### config.mk
export PLATFORM = sky130hd
export DESIGN_NAME = fbpa_ram
export DESIGN_NICKNAME = d
export VERILOG_FILES = /design/src/rtl/fbpa_ram.sv
export SDC_FILE = /design/constraint.sdc
export NUM_CORES = 1
export LEC_CHECK = 0
export BUFFER_PORTS_ARGS = -buffer_cell sky130_fd_sc_hd__buf_2
export CORE_MARGIN = 2
export CORE_UTILIZATION = 55
export DETAILED_ROUTE_END_ITERATION = 16
export MAX_ROUTING_LAYER = met4
export PLACE_DENSITY_LB_ADDON = 0.12
export SYNTH_ARGS = -nofsm -noshare
export SYNTH_HDL_FRONTEND = slang
export SYNTH_SLANG_ARGS = --single-unit
### constraint.sdc
create_clock -name clk -period 2.26 [get_ports clk]
set_input_delay 0.226 -clock clk [delete_from_list [all_inputs] [get_ports clk]]
set_output_delay 0.226 -clock clk [all_outputs]
set_load 0.02 [all_outputs]
### src/rtl/fbpa_ram.sv
module fbpa_ram #(
  parameter int WIDTH  = 8,
  parameter int DEPTH  = 64,
  parameter int ADDR_W = (DEPTH > 1) ? $clog2(DEPTH) : 1
) (
  input  logic              clk,
  input  logic              we,
  input  logic [ADDR_W-1:0] waddr,
  input  logic [WIDTH-1:0]  wdata,
  input  logic [ADDR_W-1:0] raddr,
  output logic [WIDTH-1:0]  rdata
);

  logic [WIDTH-1:0] mem [DEPTH];

  always_ff @(posedge clk) begin
    if (we) begin
      mem[waddr] <= wdata;
    end
    rdata <= mem[raddr];
  end

endmodule

==> results of run 1 <==
==> through the flow <==
stage                     setup TNS (ps)  power (mW)
after floorplan                        0       11.49
after global placement            -133.1       12.03
after detailed placement          -134.0       12.05
after CTS                              0       19.83
after global routing                   0       20.24
final                                  0       19.66
==> power by group through the flow <==
stage | logic (mW) | clock network, mW | registers (mW)
after global placement | 1.12 | 0 | 10.9
final | 1.13 | 7.82 | 10.7
after global routing | 1.21 | 8.32 | 10.7
after detailed placement | 1.14 | 0 | 10.9
after floorplan | 0.569 | 0 | 10.9
after CTS | 1.14 | 7.98 | 10.7
==> logic make-up (layout without fill, tap and decap cells) <==
group | after synthesis | count (layout) | share of synthesized area
AO/OA/AOI/OAI | 54 | 54 | 0.02072
flip-flops | 520 | 520 | 0.7703
buffers and inverters | 51 | 272 | 0.01570
multiplexers | 162 | 162 | 0.1594
AND/OR/NAND/NOR | 153 | 153 | 0.03387
==> final cells by class <==
class,count,area [um2]
repair buffers,185,1580
flip-flops and latches,520,15530
well taps,468,585.6
fillers,2423,12820
clock inverters,15,117.6
multi-input cells,369,4315
clock buffers,72,1398
==> per-layer routing <==
metal	track usage	up-vias	wire, um
met3	0.03972	72	2921
met5	-	-	0
met1	0.3464	5143	18580
li1	-	4290	-
met4	0.08227	0	1194
met2	0.3866	321	21690
==> worst max path at each step <==
stage | start | to | slack [ps] | cells after the start
2_1_floorplan | raddr[1] | rdata[3]$_DFF_P_ | 370 | 7
3_3_place_gp | raddr[0] | rdata[4]$_DFF_P_ | -130 | 6
3_5_place_dp | raddr[0] | rdata[4]$_DFF_P_ | -100 | 6
4_1_cts | mem[29][4]$_DFFE_PP_ | rdata[4]$_DFF_P_ | 160 | 5
5_1_grt | mem[28][4]$_DFFE_PP_ | rdata[4]$_DFF_P_ | 130 | 5
6_report | mem[29][4]$_DFFE_PP_ | rdata[4]$_DFF_P_ | 220 | 5
==> state kept, by name, indices dropped and copies added, names as in the netlist <==
register and flops:
mem 512, rdata 8
==> worst max-delay path: cells and delay by family (launching register included) <==
kind / cells / cell delay (ps)
AOI/OAI and AO/OA: 2 / 440
DFF: 1 / 360
and+or+nand+nor: 1 / 340
muxes: 2 / 770
==> cell usage in the layout (no fill, tap or decap), drive strengths merged, types with 13 or more instances in the layout <==
cell type / synthesis / layout
nand2: 19 / 19
edfxtp: 512 / 512
buf: 34 / 184
nor2: 83 / 83
clkinv: 0 / 13
mux2: 13 / 13
mux2i: 23 / 23
clkbuf: 17 / 73
nor2b: 14 / 14
nand3: 13 / 13
mux4: 126 / 126
==> out/metrics.cfg, run 1 <==
[synth]
yosys_warnings = 0
synth_nets = 962
yosys.cell_count.top_type = edfxtp_1
ys_async_sr_fraction = 0
synthTopCellsByArea = edfxtp_1 76%, mux4_2 14%, nor2_1 1.5%
ys.flop_type = edfxtp_1
synthCells = 940
synth-seq-cells = 520
synth_edf_count = 512
yosys.area.top_type = edfxtp_1
synth.yosys.seq_area_share = 0.7703
synth_commonest_cells = 512 x edfxtp_1, 126 x mux4_2, 83 x nor2_1
synth.distinct_cells = 40
synth_area_per_cell_um2 = 21.45
yosysTopAreaCellShare = 0.7624
netlist_area_um2 = 20170

[routing]
wire_per_inst_um = 27.25
first_pass_iters = 7
vias = 9826
viasPerCell = 6.032
drc = 0
drt_iter0_drc = 935
finalWirelength_um = 44390
postRouteAntennaNets = 0

[timing]
slew_headroom = 0.5376
setup_viol = 0
hold_violations = 0
skew_ps = 10.40
hold_slack_ps = 83.06
post-route-min-period_ps = 2041
rsz0062_at_grt = false
fin_crit_sh = 0.9029
fmax_mhz = 490.0
tightest_slew_ps = 693.6
report.final.slew_viol_count = 0
worst_slack_ps = 219.4

[power]
power.leakage_nw = 7.701
p_switching_mw = 4.013
seq_power_share = 0.545
power_frac_comb = 0.057
vdd_drop_max_uv = 682.2
clkPwrFrac = 0.398
intPower_mw = 15.65
power.density_nw_per_um2 = 835.6
switching_share = 0.2041

[placed_design]
post_dp_cell_area_um2 = 22020
port_buffers = 29
place.gp.congestion = 0.8419
dp_slack_ps = -100.4
hpwlAfterDp_um = 28770
dp.cells = 1542

[setup_path]
crit_required_ps = 2710
r2r-start = mem[29][4]$_DFFE_PP_
cpMaxStageDelayCell = mux4_2
rrSetupSlack_ps = 220
rr_worst_depth = 5
critPathArrivalTime_ps = 2490
path_max_fanout = 1
crit_chain = mux4_2 > mux2_2 > o221a_2 > nor3_1 > o32ai_1
crit_path_start_kind = flop
r2r-end = rdata[4]$_DFF_P_
max_stage_delay_ps = 480
worst-setup-path-type = flop to flop
end_kind = flop

[clock_network]
cts_buffers = 50
cts_resized = 0
post_cts_buffers = 0
cts_hold_buf = 0
clk_path_buf_depth = 3
clk_latency_ps = 580
cts-root-buf = clkbuf_16
cts.sinks = 520
cts_tree = built
htreeDepth = 2
clk_pin_slew_ps = 60

[die]
core_area_um2 = 36350
die_x_um = 195.5
dieHeight_um = 195.5
dieArea_um2 = 38210
io_pins = 30
placement_rows = 70
initial_core_util = 0.5548

[layout]
final_design_area_no_fill_um2 = 23530
drive_gt1_frac = 0.3342
post-route-util = 0.6474
fin_cells = 1629
fin_nets = 1148
diodes = 0
syn2layout_area_growth_pct = 16.68

[hold_path]
worstHoldStart = raddr[5]
min_path_type = input pin to flop
worstHoldPathCells = 3
min_to = rdata[1]$_DFF_P_

[grt]
grt.overflow.total = 0
antenna_found_initial = 0
grt_pass1_vias = 10050
grt_max_degree = 65
grt_usage = 0.2496
grt_pass1_wl_um = 65740

[outcome]
status = completed

[flow_run]
maxCapViolCount = 0

(Power assumes the default switching activity.)
==> run 2, diff against run 1 <==
--- a/config.mk
+++ b/config.mk
@@ -7,7 +7,7 @@
 export LEC_CHECK = 0
 export BUFFER_PORTS_ARGS = -buffer_cell sky130_fd_sc_hd__buf_2
 export CORE_MARGIN = 2
-export CORE_UTILIZATION = 55
+export CORE_UTILIZATION = 50
 export DETAILED_ROUTE_END_ITERATION = 16
 export MAX_ROUTING_LAYER = met4
 export PLACE_DENSITY_LB_ADDON = 0.12
==> run 2 against run 1 <==
  * Core utilization down 5.2 points
  * Register-to-register slack worse by 140 ps
  * Non-clock buffer count down 3
  * Largest power group unchanged
==> out/metrics.cfg, run 2 (synthesis results as in run 1) <==
[setup_path]
end_kind = flop
max_stage_delay_ps = 470  ; about the same
cpMaxStageDelayCell = mux4_2
cp_num_buf_inv = 0  ; unchanged
worst-setup-path-type = flop to flop
crit_path_start_kind = flop
cp_top_family = multiplexers
critPathArrivalTime_ps = 2640  ; +150 ps
crit_required_ps = 2720  ; about the same
path_max_fanout = 1  ; unchanged
crit_chain = mux4_2 > mux2_2 > o221a_2 > nor3_1 > o32ai_1

[layout]
syn2layout_area_growth_pct = 17.27
fillers = 2903  ; +20%
final_common_cell = edfxtp_1
seq_area_um2 = 15530  ; unchanged
final_cell_mix = 512 x edfxtp_1, 135 x buf_4, 126 x mux4_2
largest_reg_flops = 512  ; unchanged
largest-register = mem
reg_top3 = mem: 512 flops, rdata: 8 flops
drive_gt1_frac = 0.3396  ; +0.005444
multi_input_area_um2 = 4315  ; unchanged
fin_nets = 1147  ; -0.087%

[routing]
vias = 9945  ; +1.2%
postRouteAntennaNets = 0  ; unchanged
drt_iter0_drc = 842  ; -9.9%
drc = 0  ; unchanged
wire_per_inst_um = 27.29  ; +0.16%
viasPerCell = 5.885  ; -2.4%
finalWirelength_um = 46120  ; +3.9%
first_pass_iters = 5  ; -2

[placed_design]
dp_slack_ps = -223.3  ; -122.9 ps
place.gp.congestion = 0.8213  ; -2.4%
port_buffers = 29  ; unchanged
hpwlAfterDp_um = 29920  ; +4.0%

[grt]
grt_max_degree = 65  ; unchanged
antenna_found_initial = 2  ; +2
grt_usage = 0.2372  ; -0.01248
grt.overflow.total = 0  ; unchanged
grt_pass1_vias = 9960  ; -0.90%
grt_pass1_wl_um = 68150  ; +3.7%

[die]
die_x_um = 204.8  ; +4.8%
io_pins = 30  ; unchanged
initial_core_util = 0.5076  ; -0.04726
dieArea_um2 = 41960  ; +9.8%
core_area_um2 = 39730  ; +9.3%
dieHeight_um = 204.8  ; +4.8%
placement_rows = 73  ; +4.3%

[timing]
slew_headroom = 0.5122  ; -0.02538
fin_crit_sh = 0.9640  ; +0.06105
skew_ps = 15.57  ; +5.174 ps
hold_slack_ps = 44.39  ; -38.67 ps
rsz0062_at_grt = false
worst_slack_ps = 81.40  ; -138.0 ps
setup_viol = 0  ; unchanged
hold_violations = 0  ; unchanged
report.final.slew_viol_count = 0  ; unchanged
tightest_slew_ps = 731.6  ; +38.07 ps
fmax_mhz = 459.0  ; -6.3%
post-route-min-period_ps = 2179  ; +138.0 ps

[power]
clkPwrFrac = 0.407  ; +0.009
intPower_mw = 15.79  ; +0.90%
seq_power_share = 0.536  ; -0.009
power_frac_comb = 0.057  ; about the same
p_switching_mw = 4.183  ; +4.2%
switching_share = 0.2094  ; +0.005349
power.density_nw_per_um2 = 844.6  ; +1.1%
vdd_drop_max_uv = 565.7  ; -17%
power.leakage_nw = 7.725  ; +0.30%

[hold_path]
min_path_type = input pin to flop

[clock_network]
clk_latency_ps = 600  ; +20 ps
cts-root-buf = clkbuf_16
post_cts_buffers = 0  ; unchanged
cts_resized = 0  ; unchanged
cts_tree = built
htreeDepth = 2  ; unchanged
clk_pin_slew_ps = 60  ; about the same
cts_hold_buf = 0  ; unchanged
clk_path_buf_depth = 3  ; unchanged
cts_buffers = 52  ; +4.0%
cts.sinks = 520  ; unchanged

[outcome]
status = completed

[flow_run]
maxCapViolCount = 0  ; unchanged

run 2: changes by cell type in the layout (fill, tap and decap cells not counted), sizes merged:
| cell | before | now |
|---|---|---|
| buf | 184 | 181 |
| bufinv | 2 | 3 |
| clkbuf | 73 | 69 |
| clkinv | 13 | 19 |
| diode | 0 | 2 |
| inv | 0 | 2 |
run 2: area by class of cell:
cell class              count  area share
clock buffers              68     0.05846
repair buffers            182     0.06587
clock inverters            24    0.008306
multi-input cells         369      0.1825
diodes                      2   0.0002116
flip-flops and latches    520      0.6569
well taps                 525     0.02778
run 2: path summary, 6_finish.rpt:
check                                           from          endpoint  slack [ps]  cells past startpoint
worst max-delay path            mem[29][4]$_DFFE_PP_  rdata[4]$_DFF_P_          80                      5
worst min-delay path                        raddr[5]  rdata[2]$_DFF_P_          40                      3
worst min register to register  mem[26][4]$_DFFE_PP_  rdata[4]$_DFF_P_         850                      3
worst max register to register  mem[29][4]$_DFFE_PP_  rdata[4]$_DFF_P_          80                      5
run 2: power by group through the flow:
| stage | logic [mW] | registers [mW] | clock network, mW |
|---|---|---|---|
| 2_1_floorplan | 0.569 | 10.9 | 0 |
| 3_3_place_gp | 1.14 | 10.9 | 0 |
| 3_5_place_dp | 1.15 | 10.9 | 0 |
| 4_1_cts | 1.15 | 10.7 | 8.26 |
| 5_1_grt | 1.22 | 10.7 | 8.66 |
| 6_report | 1.14 | 10.7 | 8.12 |
run 2: through the flow:
stage	utilization	cells	cell area (um2)	TNS, ps	power, mW
3_5_place_dp	0.5553	1596	22060	-464.8	12.07
5_1_grt	0.5952	1690	23650	0	20.59
6_report	0.5952	1690	23650	0	19.97
4_1_cts	0.5951	1688	23640	0	20.12
2_1_floorplan	-	940	20170	0	11.49
3_3_place_gp	0.5553	1596	22060	-526.1	12.05
run 2: worst register-to-register path, delay by kind of cell, from the launching register on:
family	cells	cell delay [ps]
multiplexers	2	760
AND/OR/NAND/NOR	1	460
AO/OA/AOI/OAI	2	460
flip-flops	1	370
run 2: layer usage:
layer | vias up | track usage | part of all wire
met1 | 5224 | 0.3381 | 0.44
met3 | 69 | 0.05186 | 0.068
li1 | 4303 | - | -
met5 | - | - | 0
met4 | 0 | 0.06159 | 0.020
met2 | 349 | 0.3518 | 0.48
